==> src/rtl/core/dsps_pkg.sv <==
// Shared types, constants and lookup tables of the split point selector.
// No dependencies; used by every module of the block.
package dsps_pkg;

  localparam int unsigned NUM_SPLITS_DEF = 5;
  localparam int unsigned CFG_IDX_W      = 2;
  localparam int unsigned CFG_DATA_W     = 32;
  localparam int unsigned ACC_W          = 82;
  localparam int unsigned QUOT_W         = 48;
  localparam int unsigned QUEUE_DEPTH    = 2;

  localparam logic [CFG_IDX_W-1:0] CFG_TIMER_FREQ = 2'd0;
  localparam logic [CFG_IDX_W-1:0] CFG_EMA_ALPHA  = 2'd1;

  localparam logic [31:0] TIMER_FREQ_RST = 32'd100000000;
  localparam logic [15:0] EMA_ALPHA_RST  = 16'd6554;
  localparam logic [31:0] BW_AVG_RST     = 32'd2560000;
  localparam logic [31:0] RTT_MIN        = 32'd65;
  localparam logic [17:0] MS_SCALE       = 18'd256000;
  localparam logic [47:0] SAT48          = 48'hFFFF_FFFF_FFFF;
  localparam logic [47:0] CEIL_Q16       = 48'h0098_967F_0000;
  localparam logic [ACC_W-1:0] ROUND_Q16 = ACC_W'(32768);

  typedef enum logic [1:0] {
    OP_EDGE   = 2'd0,
    OP_BW     = 2'd1,
    OP_SELECT = 2'd2,
    OP_NONE   = 2'd3
  } op_e;

  typedef struct packed {
    logic [1:0]  op;
    logic [2:0]  block;
    logic [47:0] cycles;
    logic [31:0] bytes;
    logic [31:0] rtt_ms_q16;
  } in_item_t;

  typedef struct packed {
    logic [2:0]  split_sel;
    logic        found;
    logic [47:0] best_time_ms_q16;
  } out_item_t;

  typedef struct packed {
    op_e         op;
    logic [2:0]  block;
    logic [47:0] cycles;
    logic [31:0] bytes;
    logic [31:0] rtt;
  } cmd_t;

  // Activation bytes shipped to the server after split k.
  function automatic logic [19:0] act_bytes_f(input logic [31:0] k);
    logic [19:0] r;
    case (k)
      32'd0:   r = 20'd802816;
      32'd1:   r = 20'd802816;
      32'd2:   r = 20'd401408;
      32'd3:   r = 20'd200704;
      32'd4:   r = 20'd4000;
      default: r = 20'd0;
    endcase
    return r;
  endfunction

  // Server time in whole ms after split k.
  function automatic logic [5:0] server_ms_f(input logic [31:0] k);
    logic [5:0] r;
    case (k)
      32'd0:   r = 6'd45;
      32'd1:   r = 6'd30;
      32'd2:   r = 6'd18;
      32'd3:   r = 6'd8;
      default: r = 6'd0;
    endcase
    return r;
  endfunction

endpackage

==> src/rtl/core/dnn_split_point_selector.sv <==
// Split point selector: a request either records a block's edge cycles, records a
// bandwidth sample, or asks for the best split. The front queues up to two requests
// and drops the ones with no effect (block number out of range, round trip of
// 0.001 ms or less, unused op) in the cycle they arrive. The back runs one request
// at a time: a first block sample is stored directly, a block average update runs
// an 8-step MAC, a bandwidth sample a 48-step serial divide then an 8-step MAC. A
// select runs two divides per split in the shared serial divider (48 quotient
// steps each); a split with no activation bytes or a zero bandwidth skips the
// second divide.
// Depends on dsps_pkg, dsps_front, dsps_back and dsps_div.
module dnn_split_point_selector #(
  parameter int unsigned NUM_SPLITS = dsps_pkg::NUM_SPLITS_DEF
) (
  input  logic                               clk_i,
  input  logic                               rst_ni,
  input  logic                               in_valid_i,
  output logic                               in_stall_o,
  input  dsps_pkg::in_item_t                 in_data_i,
  output logic                               out_valid_o,
  input  logic                               out_stall_i,
  output dsps_pkg::out_item_t                out_data_o,
  input  logic                               cfg_valid_i,
  output logic                               cfg_ready_o,
  input  logic [dsps_pkg::CFG_IDX_W-1:0]     cfg_index_i,
  input  logic [dsps_pkg::CFG_DATA_W-1:0]    cfg_data_i
);

  logic [31:0]    timer_freq_q;
  logic [15:0]    alpha_q;
  logic           cmd_valid, cmd_pop;
  dsps_pkg::cmd_t cmd;

  assign cfg_ready_o = 1'b1;

  always_ff @(posedge clk_i or negedge rst_ni) begin
    if (!rst_ni) begin
      timer_freq_q <= dsps_pkg::TIMER_FREQ_RST;
      alpha_q      <= dsps_pkg::EMA_ALPHA_RST;
    end else if (cfg_valid_i && cfg_ready_o) begin
      case (cfg_index_i)
        dsps_pkg::CFG_TIMER_FREQ: timer_freq_q <= cfg_data_i;
        dsps_pkg::CFG_EMA_ALPHA:  alpha_q      <= cfg_data_i[15:0];
        default: begin
        end
      endcase
    end
  end

  dsps_front #(.NUM_SPLITS(NUM_SPLITS)) u_front (
    .clk_i      (clk_i),
    .rst_ni     (rst_ni),
    .in_valid_i (in_valid_i),
    .in_stall_o (in_stall_o),
    .in_data_i  (in_data_i),
    .cmd_valid_o(cmd_valid),
    .cmd_pop_i  (cmd_pop),
    .cmd_o      (cmd)
  );

  dsps_back #(.NUM_SPLITS(NUM_SPLITS)) u_back (
    .clk_i       (clk_i),
    .rst_ni      (rst_ni),
    .cmd_valid_i (cmd_valid),
    .cmd_pop_o   (cmd_pop),
    .cmd_i       (cmd),
    .timer_freq_i(timer_freq_q),
    .alpha_i     (alpha_q),
    .out_valid_o (out_valid_o),
    .out_stall_i (out_stall_i),
    .out_data_o  (out_data_o)
  );

endmodule

==> src/rtl/core/dsps_front.sv <==
// Front end: accepts requests, drops those with no effect, queues the rest.
// Depends on dsps_pkg.
module dsps_front #(
  parameter int unsigned NUM_SPLITS = dsps_pkg::NUM_SPLITS_DEF
) (
  input  logic               clk_i,
  input  logic               rst_ni,
  input  logic               in_valid_i,
  output logic               in_stall_o,
  input  dsps_pkg::in_item_t in_data_i,
  output logic               cmd_valid_o,
  input  logic               cmd_pop_i,
  output dsps_pkg::cmd_t     cmd_o
);

  localparam int unsigned PW = $clog2(dsps_pkg::QUEUE_DEPTH);
  localparam int unsigned CW = $clog2(dsps_pkg::QUEUE_DEPTH + 1);

  dsps_pkg::cmd_t entry_q [dsps_pkg::QUEUE_DEPTH];
  logic [PW-1:0]  wr_ptr_q, rd_ptr_q;
  logic [CW-1:0]  cnt_q, cnt_d;
  logic           keep, push;
  dsps_pkg::op_e  op;
  dsps_pkg::cmd_t cmd_new;

  assign op = dsps_pkg::op_e'(in_data_i.op);

  always_comb begin
    case (op)
      dsps_pkg::OP_EDGE:   keep = 32'(in_data_i.block) < NUM_SPLITS;
      dsps_pkg::OP_BW:     keep = in_data_i.rtt_ms_q16 > dsps_pkg::RTT_MIN;
      dsps_pkg::OP_SELECT: keep = 1'b1;
      default:             keep = 1'b0;
    endcase
  end

  assign cmd_new.op     = op;
  assign cmd_new.block  = in_data_i.block;
  assign cmd_new.cycles = in_data_i.cycles;
  assign cmd_new.bytes  = in_data_i.bytes;
  assign cmd_new.rtt    = in_data_i.rtt_ms_q16;

  assign in_stall_o  = cnt_q == CW'(dsps_pkg::QUEUE_DEPTH);
  assign push        = in_valid_i && !in_stall_o && keep;
  assign cmd_valid_o = cnt_q != '0;
  assign cmd_o       = entry_q[rd_ptr_q];
  assign cnt_d       = cnt_q + CW'(push) - CW'(cmd_pop_i && cmd_valid_o);

  always_ff @(posedge clk_i or negedge rst_ni) begin
    if (!rst_ni) begin
      wr_ptr_q <= '0;
      rd_ptr_q <= '0;
      cnt_q    <= '0;
    end else begin
      cnt_q <= cnt_d;
      if (push) begin
        wr_ptr_q <= wr_ptr_q + PW'(1);
      end
      if (cmd_pop_i && cmd_valid_o) begin
        rd_ptr_q <= rd_ptr_q + PW'(1);
      end
    end
  end

  always_ff @(posedge clk_i) begin
    if (push) begin
      entry_q[wr_ptr_q] <= cmd_new;
    end
  end

endmodule

==> src/rtl/core/dsps_div.sv <==
// Serial restoring divider, one quotient bit per cycle, 48-bit saturating.
// Depends on dsps_pkg.
module dsps_div (
  input  logic                       clk_i,
  input  logic                       rst_ni,
  input  logic                       start_i,
  input  logic [dsps_pkg::ACC_W-1:0] dividend_i,
  input  logic [31:0]                divisor_i,
  output logic                       done_o,
  output logic [dsps_pkg::QUOT_W-1:0] quot_o
);

  localparam int unsigned QW = dsps_pkg::QUOT_W;
  localparam int unsigned HW = dsps_pkg::ACC_W - QW;

  logic          busy_q, done_q;
  logic [5:0]    cnt_q;
  logic [31:0]   rem_q, dsr_q;
  logic [QW-1:0] num_q;
  logic [32:0]   trial;
  logic          fits;

  assign trial  = {rem_q, num_q[QW-1]};
  assign fits   = trial >= {1'b0, dsr_q};
  assign done_o = done_q;
  assign quot_o = num_q;

  always_ff @(posedge clk_i or negedge rst_ni) begin
    if (!rst_ni) begin
      busy_q <= 1'b0;
      done_q <= 1'b0;
      cnt_q  <= '0;
      rem_q  <= '0;
      dsr_q  <= '0;
      num_q  <= '0;
    end else begin
      done_q <= 1'b0;
      if (start_i) begin
        dsr_q <= divisor_i;
        // High part not below the divisor: quotient needs more than 48 bits.
        if (dividend_i[dsps_pkg::ACC_W-1:QW] >= HW'(divisor_i)) begin
          num_q  <= dsps_pkg::SAT48;
          done_q <= 1'b1;
        end else begin
          rem_q  <= dividend_i[QW+31:QW];
          num_q  <= dividend_i[QW-1:0];
          busy_q <= 1'b1;
          cnt_q  <= 6'(QW - 1);
        end
      end else if (busy_q) begin
        rem_q <= fits ? 32'(trial - {1'b0, dsr_q}) : trial[31:0];
        num_q <= {num_q[QW-2:0], fits};
        cnt_q <= cnt_q - 6'd1;
        if (cnt_q == '0) begin
          busy_q <= 1'b0;
          done_q <= 1'b1;
        end
      end
    end
  end

endmodule

==> src/rtl/core/dsps_back.sv <==
// Back end: moving average updates and split scoring with a shared MAC and divider.
// Depends on dsps_pkg and dsps_div.
module dsps_back #(
  parameter int unsigned NUM_SPLITS = dsps_pkg::NUM_SPLITS_DEF
) (
  input  logic                clk_i,
  input  logic                rst_ni,
  input  logic                cmd_valid_i,
  output logic                cmd_pop_o,
  input  dsps_pkg::cmd_t      cmd_i,
  input  logic [31:0]         timer_freq_i,
  input  logic [15:0]         alpha_i,
  output logic                out_valid_o,
  input  logic                out_stall_i,
  output dsps_pkg::out_item_t out_data_o
);

  localparam int unsigned KW = (NUM_SPLITS > 1) ? $clog2(NUM_SPLITS) : 1;
  localparam int unsigned AW = dsps_pkg::ACC_W;

  localparam logic [2:0] S_IDLE  = 3'd0;
  localparam logic [2:0] S_MAC   = 3'd1;
  localparam logic [2:0] S_BWDIV = 3'd2;
  localparam logic [2:0] S_SUM   = 3'd3;
  localparam logic [2:0] S_EDIV  = 3'd4;
  localparam logic [2:0] S_LDIV  = 3'd5;
  localparam logic [2:0] S_SCORE = 3'd6;
  localparam logic [2:0] S_OUT   = 3'd7;

  localparam logic [1:0] MAC_EDGE_AVG = 2'd0;
  localparam logic [1:0] MAC_BW_AVG   = 2'd1;
  localparam logic [1:0] MAC_EDGE_MS  = 2'd2;

  logic [2:0]          state_q;
  dsps_pkg::cmd_t      cur_q;
  logic [55:0]         avg_q [NUM_SPLITS];
  logic [31:0]         bw_avg_q;
  logic [KW-1:0]       k_q;
  logic [63:0]         sum_q, sum_d;
  logic [47:0]         best_t_q, edge_t_q, link_q;
  logic [2:0]          best_k_q;
  logic                found_q;
  logic [63:0]         mac_x0_q, mac_x1_q;
  logic [17:0]         mac_c0_q, mac_c1_q;
  logic [AW-1:0]       acc_q, acc_d;
  logic [2:0]          step_q, mac_last_q;
  logic [1:0]          mac_mode_q;
  logic                out_valid_q;
  dsps_pkg::out_item_t out_q;
  logic                div_start_q;
  logic [AW-1:0]       div_dvd_q;
  logic [31:0]         div_dsr_q;
  logic                div_done;
  logic [47:0]         div_quot;

  logic [63:0]   mac_x;
  logic [17:0]   mac_c;
  logic [15:0]   mac_chunk;
  logic [33:0]   mac_prod;
  logic [KW-1:0] cmd_idx, cur_idx;
  logic [31:0]   f_eff, bw_smp;
  logic [17:0]   w_new, w_old;
  logic [19:0]   nb;
  logic [48:0]   s1, s2;
  logic [47:0]   t1, total;

  dsps_div u_div (
    .clk_i     (clk_i),
    .rst_ni    (rst_ni),
    .start_i   (div_start_q),
    .dividend_i(div_dvd_q),
    .divisor_i (div_dsr_q),
    .done_o    (div_done),
    .quot_o    (div_quot)
  );

  // 16 x 18 multiply-accumulate, one operand chunk per cycle
  assign mac_x     = step_q[2] ? mac_x1_q : mac_x0_q;
  assign mac_c     = step_q[2] ? mac_c1_q : mac_c0_q;
  assign mac_chunk = mac_x[16*step_q[1:0] +: 16];
  assign mac_prod  = mac_chunk * mac_c;
  assign acc_d     = acc_q + (AW'(mac_prod) << (16 * step_q[1:0]));

  assign cmd_idx = KW'(cmd_i.block);
  assign cur_idx = KW'(cur_q.block);
  assign f_eff   = (timer_freq_i == '0) ? 32'd1 : timer_freq_i;
  assign w_new   = {2'b00, alpha_i};
  assign w_old   = 18'd65536 - w_new;
  assign sum_d   = sum_q + 64'(avg_q[k_q]);
  assign bw_smp  = (div_quot[47:32] != '0) ? 32'hFFFF_FFFF : div_quot[31:0];
  assign nb      = dsps_pkg::act_bytes_f(32'(k_q));

  assign s1    = {1'b0, edge_t_q} + {1'b0, link_q};
  assign t1    = s1[48] ? dsps_pkg::SAT48 : s1[47:0];
  assign s2    = {1'b0, t1} + 49'({dsps_pkg::server_ms_f(32'(k_q)), 16'h0000});
  assign total = s2[48] ? dsps_pkg::SAT48 : s2[47:0];

  assign cmd_pop_o   = (state_q == S_IDLE) && cmd_valid_i;
  assign out_valid_o = out_valid_q;
  assign out_data_o  = out_q;

  always_ff @(posedge clk_i or negedge rst_ni) begin
    if (!rst_ni) begin
      state_q     <= S_IDLE;
      cur_q       <= '0;
      for (int i = 0; i < NUM_SPLITS; i++) begin
        avg_q[i] <= '0;
      end
      bw_avg_q    <= dsps_pkg::BW_AVG_RST;
      k_q         <= '0;
      sum_q       <= '0;
      best_t_q    <= '0;
      best_k_q    <= '0;
      found_q     <= 1'b0;
      edge_t_q    <= '0;
      link_q      <= '0;
      mac_x0_q    <= '0;
      mac_x1_q    <= '0;
      mac_c0_q    <= '0;
      mac_c1_q    <= '0;
      acc_q       <= '0;
      step_q      <= '0;
      mac_last_q  <= '0;
      mac_mode_q  <= MAC_EDGE_AVG;
      out_valid_q <= 1'b0;
      out_q       <= '0;
      div_start_q <= 1'b0;
      div_dvd_q   <= '0;
      div_dsr_q   <= '0;
    end else begin
      div_start_q <= 1'b0;
      if (out_valid_q && !out_stall_i) begin
        out_valid_q <= 1'b0;
      end
      case (state_q)
        S_IDLE: begin
          if (cmd_valid_i) begin
            cur_q <= cmd_i;
            case (cmd_i.op)
              dsps_pkg::OP_EDGE: begin
                if (avg_q[cmd_idx] == '0) begin
                  avg_q[cmd_idx] <= {cmd_i.cycles, 8'h00};
                end else begin
                  mac_x0_q   <= 64'(avg_q[cmd_idx]);
                  mac_x1_q   <= 64'({cmd_i.cycles, 8'h00});
                  mac_c0_q   <= w_old;
                  mac_c1_q   <= w_new;
                  acc_q      <= dsps_pkg::ROUND_Q16;
                  step_q     <= '0;
                  mac_last_q <= 3'd7;
                  mac_mode_q <= MAC_EDGE_AVG;
                  state_q    <= S_MAC;
                end
              end
              dsps_pkg::OP_BW: begin
                div_dvd_q   <= AW'({cmd_i.bytes, 24'h000000}) + AW'(cmd_i.rtt >> 1);
                div_dsr_q   <= cmd_i.rtt;
                div_start_q <= 1'b1;
                state_q     <= S_BWDIV;
              end
              dsps_pkg::OP_SELECT: begin
                k_q      <= '0;
                sum_q    <= '0;
                best_t_q <= dsps_pkg::CEIL_Q16;
                best_k_q <= '0;
                found_q  <= 1'b0;
                state_q  <= S_SUM;
              end
              default: begin
              end
            endcase
          end
        end
        S_MAC: begin
          acc_q  <= acc_d;
          step_q <= step_q + 3'd1;
          if (step_q == mac_last_q) begin
            case (mac_mode_q)
              MAC_EDGE_AVG: begin
                avg_q[cur_idx] <= acc_d[71:16];
                state_q        <= S_IDLE;
              end
              MAC_BW_AVG: begin
                bw_avg_q <= acc_d[47:16];
                state_q  <= S_IDLE;
              end
              default: begin
                // round(sum * 256000 / f)
                div_dvd_q   <= acc_d + AW'(f_eff >> 1);
                div_dsr_q   <= f_eff;
                div_start_q <= 1'b1;
                state_q     <= S_EDIV;
              end
            endcase
          end
        end
        S_BWDIV: begin
          if (div_done) begin
            mac_x0_q   <= 64'(bw_avg_q);
            mac_x1_q   <= 64'(bw_smp);
            mac_c0_q   <= w_old;
            mac_c1_q   <= w_new;
            acc_q      <= dsps_pkg::ROUND_Q16;
            step_q     <= '0;
            mac_last_q <= 3'd7;
            mac_mode_q <= MAC_BW_AVG;
            state_q    <= S_MAC;
          end
        end
        S_SUM: begin
          sum_q      <= sum_d;
          mac_x0_q   <= sum_d;
          mac_c0_q   <= dsps_pkg::MS_SCALE;
          acc_q      <= '0;
          step_q     <= '0;
          mac_last_q <= 3'd3;
          mac_mode_q <= MAC_EDGE_MS;
          state_q    <= S_MAC;
        end
        S_EDIV: begin
          if (div_done) begin
            edge_t_q <= div_quot;
            if (nb == '0) begin
              link_q  <= '0;
              state_q <= S_SCORE;
            end else if (bw_avg_q == '0) begin
              link_q  <= dsps_pkg::SAT48;
              state_q <= S_SCORE;
            end else begin
              div_dvd_q   <= AW'({nb, 24'h000000}) + AW'(bw_avg_q >> 1);
              div_dsr_q   <= bw_avg_q;
              div_start_q <= 1'b1;
              state_q     <= S_LDIV;
            end
          end
        end
        S_LDIV: begin
          if (div_done) begin
            link_q  <= div_quot;
            state_q <= S_SCORE;
          end
        end
        S_SCORE: begin
          if (total < best_t_q) begin
            best_t_q <= total;
            best_k_q <= 3'(k_q);
            found_q  <= 1'b1;
          end
          if (k_q == KW'(NUM_SPLITS - 1)) begin
            state_q <= S_OUT;
          end else begin
            k_q     <= k_q + KW'(1);
            state_q <= S_SUM;
          end
        end
        S_OUT: begin
          if (!out_valid_q || !out_stall_i) begin
            out_valid_q <= 1'b1;
            if (found_q) begin
              out_q.split_sel        <= best_k_q;
              out_q.found            <= 1'b1;
              out_q.best_time_ms_q16 <= best_t_q;
            end else begin
              out_q <= '0;
            end
            state_q <= S_IDLE;
          end
        end
        default: state_q <= S_IDLE;
      endcase
    end
  end

endmodule

==> config.mk <==
export PLATFORM = sky130hd
export DESIGN_NAME = dnn_split_point_selector
export DESIGN_NICKNAME = d
export VERILOG_FILES = /design/src/rtl/core/dsps_pkg.sv /design/src/rtl/core/dnn_split_point_selector.sv /design/src/rtl/core/dsps_front.sv /design/src/rtl/core/dsps_div.sv /design/src/rtl/core/dsps_back.sv
export SDC_FILE = /design/constraint.sdc
export NUM_CORES = 2
export LEC_CHECK = 0
export BUFFER_PORTS_ARGS = -buffer_cell sky130_fd_sc_hd__buf_2
export CAP_MARGIN = 20
export CORE_UTILIZATION = 30
export DETAILED_ROUTE_END_ITERATION = 12
export PLACE_DENSITY_LB_ADDON = 0.08
export SYNTH_ARGS = -nofsm -noshare
export SYNTH_HDL_FRONTEND = slang
export SYNTH_SLANG_ARGS = --single-unit
==> constraint.sdc <==
create_clock -name clk_i -period 29 [get_ports clk_i]
set_clock_uncertainty 0.2 [all_clocks]
set_input_delay 1.45 -clock clk_i [delete_from_list [all_inputs] [get_ports clk_i]]
set_output_delay 1.45 -clock clk_i [all_outputs]
set_load 0.05 [all_outputs]
==> results.json <==
{
  "status": "finished, final reports clean",
  "drtPass1Iterations": 9,
  "synthToLayoutAreaGrowth_pct": 12.9,
  "max_slew_margin_pct": 16.9,
  "holdBufCountCts": 0,
  "yosysWarnings": 0,
  "coreArea_mm2": 0.295,
  "ys_ff_latch": 1349,
  "cts.sinks": 1349,
  "fin_nets": 10362,
  "fin_crit_ns": 15.82,
  "postLayoutCoreUtil_pct": 34.1,
  "synth-main-ff-cell": "dfrtp_1",
  "cts_inserted_buffers": 175,
  "path_class": "reg2reg",
  "path_clk_slew_ns": 0.06,
  "dp_hpwl_um": 304000,
  "grt_antenna_before_repair": 30,
  "arrival_ns": 16.32,
  "insertion_delay_ns": 0.88,
  "avgSynthCellArea_um2": 9.34,
  "finalCritPeriodShare_pct": 54.6,
  "ant_nets": 0,
  "syn-instance-count": 9536,
  "place.port_buffers": 209,
  "cp.required_ns": 29.50,
  "syn_nets": 10386,
  "reg2reg_depth": 44,
  "ios": 211,
  "synth_area_mm2": 0.0891,
  "cp_slowest_cell": "xnor2_1",
  "nFillCells": 30234,
  "final-seq-area_mm2": 0.0350,
  "worst_hold_path_type": "reg2reg",
  "post-cts-setup-buffers": 0,
  "postCtsResizedCells": 0,
  "max_stage_delay_ns": 0.85,
  "cts_buffer_depth": 4,
  "initial_utilization_pct": 30.2,
  "grt_pass1_wl_um": 580000,
  "rsz0062_at_grt": "false",
  "htreeDepth": 4,
  "layout-drive-gt1-share_pct": 11.2,
  "chipHeight_um": 547,
  "ys_async_sr_fraction_pct": 82.7,
  "multi_input_area_mm2": 0.0502,
  "synthTopCellsByArea": "dfrtp_1 (31%), edfxtp_1 (7.9%), ha_1 (6.5%)",
  "grt-ovfl-total": 0,
  "layout_commonest_cell": "nand2_1",
  "hold_viol": 0,
  "mostFrequentLayoutCells": "nand2_1 (1162), dfrtp_1 (1080), nor2_1 (698), o21ai_0 (554), a21oi_1 (522)",
  "vias_per_cell": 5.73,
  "tightest_slew_ns": 1.24,
  "vias": 77783,
  "grt_pass1_vias": 76131,
  "yosys.area.top_type": "dfrtp_1",
  "grt_max_degree": 146,
  "num_rows": 199,
  "cp-end-kind": "register",
  "grt_use_total_pct": 26.7,
  "max_freq_ghz": 0.0632,
  "whs_ns": 0.260,
  "drv_slew": 0,
  "setup_viol": 0,
  "synth-edff-count": 234,
  "die_area_mm2": 0.299,
  "drt-total-wl_um": 409000,
  "root_buffer": "clkbuf_16",
  "yosysTopAreaCellShare_pct": 30.6,
  "cap_violations": 0,
  "wl_per_cell_um": 30.1,
  "tns_ns": 0,
  "place_congestion": 0.951,
  "hold_path_depth": 2,
  "drt_iter0_markers": 7920,
  "crit_fanout": 37,
  "die_w_um": 547,
  "cts_tree": "built",
  "r2r_slack_ns": 13.18,
  "seq_area_frac_synth_pct": 39.2,
  "synth_cell_types": 124,
  "startpoint_type": "register",
  "drc": 0
}
state kept, by name, summed over array words and instances (netlist names), 18 cells and up:
register,flops
u_back.avg_q,280
u_front.entry_q,234
u_back.acc_q,82
u_back.div_dvd_q,82
u_back.mac_x0_q,64
u_back.sum_q,64
u_back.mac_x1_q,56
u_back.out_data_o,52
u_back.best_t_q,48
u_back.edge_t_q,48
u_back.link_q,48
u_back.u_div.quot_o,48
timer_freq_q,32
u_back.bw_avg_q,32
u_back.div_dsr_q,32
u_back.u_div.dsr_q,32
u_back.u_div.rem_q,32
u_back.mac_c0_q,18
through the flow:
stage	setup slack (ns)	area (um^2)	std cells
final	13.18	101000	13584
after global routing	12.28	101000	13570
after CTS	13.39	100000	13560
after detailed placement	13.53	94700	13245
after global placement	13.64	94700	13240
after floorplan	15.64	89100	9536
worst max-delay path, delay by kind of cell (launching register included):
family / cells / cell delay [ns]
AO/OA/AOI/OAI: 9 / 2.21
XOR/XNOR: 3 / 1.18
adder cells (fa/ha/maj): 9 / 4.34
buffers and inverters: 7 / 1.30
flip-flops: 1 / 0.78
multiplexers: 3 / 1.81
AND/OR/NAND/NOR: 13 / 3.76
metal layers:
metal  vias up  wire length (um)  global-route usage (%)  share of wire [%]
met2      2994            182000                    41.9                 45
met4         8             18700                    11.0                4.6
met1     39618            182000                    36.8                 45
met3       625             25900                    3.93                6.3
li1      34538                 -                       -                  -
met5         -                46                       0              0.011
cell usage after synthesis, types with 62 or more instances:
| cell type | instances |
|---|---|
| nand2_1 | 1172 |
| dfrtp_1 | 1091 |
| nor2_1 | 707 |
| clkbuf_1 | 571 |
| o21ai_0 | 555 |
| a21oi_1 | 525 |
| inv_1 | 492 |
| ha_1 | 465 |
| o22ai_1 | 333 |
| a22o_1 | 297 |
| mux2i_1 | 264 |
| a21o_1 | 250 |
| edfxtp_1 | 234 |
| fa_1 | 229 |
| xnor2_1 | 200 |
| xor2_1 | 136 |
| nand3_1 | 132 |
| mux2_2 | 124 |
| a31oi_1 | 113 |
| nor3_1 | 102 |
| nor2b_1 | 100 |
| a211oi_1 | 99 |
| a221oi_1 | 92 |
| nand4_1 | 91 |
| o21a_1 | 82 |
| a222oi_1 | 62 |
| and2_1 | 62 |
| nand2b_1 | 62 |
| o211ai_1 | 62 |
final timing paths:
kind                                                    from                                 to
max reg2reg                     u_back.step_q[2]$_DFFE_PN0P_   u_back.div_dvd_q[78]$_DFFE_PN0P_
max in group asynchronous                             rst_ni       u_back.avg_q[38]$_DFFE_PN0P_
min in group asynchronous                             rst_ni  u_back.out_data_o[41]$_DFFE_PN0P_
min                        u_back.out_data_o[30]$_DFFE_PN0P_  u_back.out_data_o[30]$_DFFE_PN0P_
max                             u_back.step_q[2]$_DFFE_PN0P_   u_back.div_dvd_q[78]$_DFFE_PN0P_
min reg2reg                u_back.out_data_o[30]$_DFFE_PN0P_  u_back.out_data_o[30]$_DFFE_PN0P_
logic make-up (layout without fill, tap and decap cells):
logic type / count (synthesis) / count (layout) / synth area share (%)
fa+ha+maj: 694 / 694 / 11.7
simple gates: 2702 / 2702 / 13.6
compound gates: 2908 / 2908 / 22.1
flops: 1349 / 1349 / 39.2
other cells: 1 / 16 / 0.00421
buf+inv: 1134 / 1248 / 4.89
xor+xnor: 337 / 337 / 3.32
mux: 411 / 411 / 5.11
area by class of cell:
class,instances,area share (%)
Multi-Input combinational cell,7053,49.9
Sequential cell,1349,34.8
Clock buffer,246,5.00
Tap cell,3919,4.87
Timing Repair Buffer,435,2.85
Inverter,498,1.86
Clock inverter,69,0.687
Antenna cell,15,0.0373
Power is not shown: default switching activity piles up to over one toggle a cycle in this logic, so the estimate is an artifact.
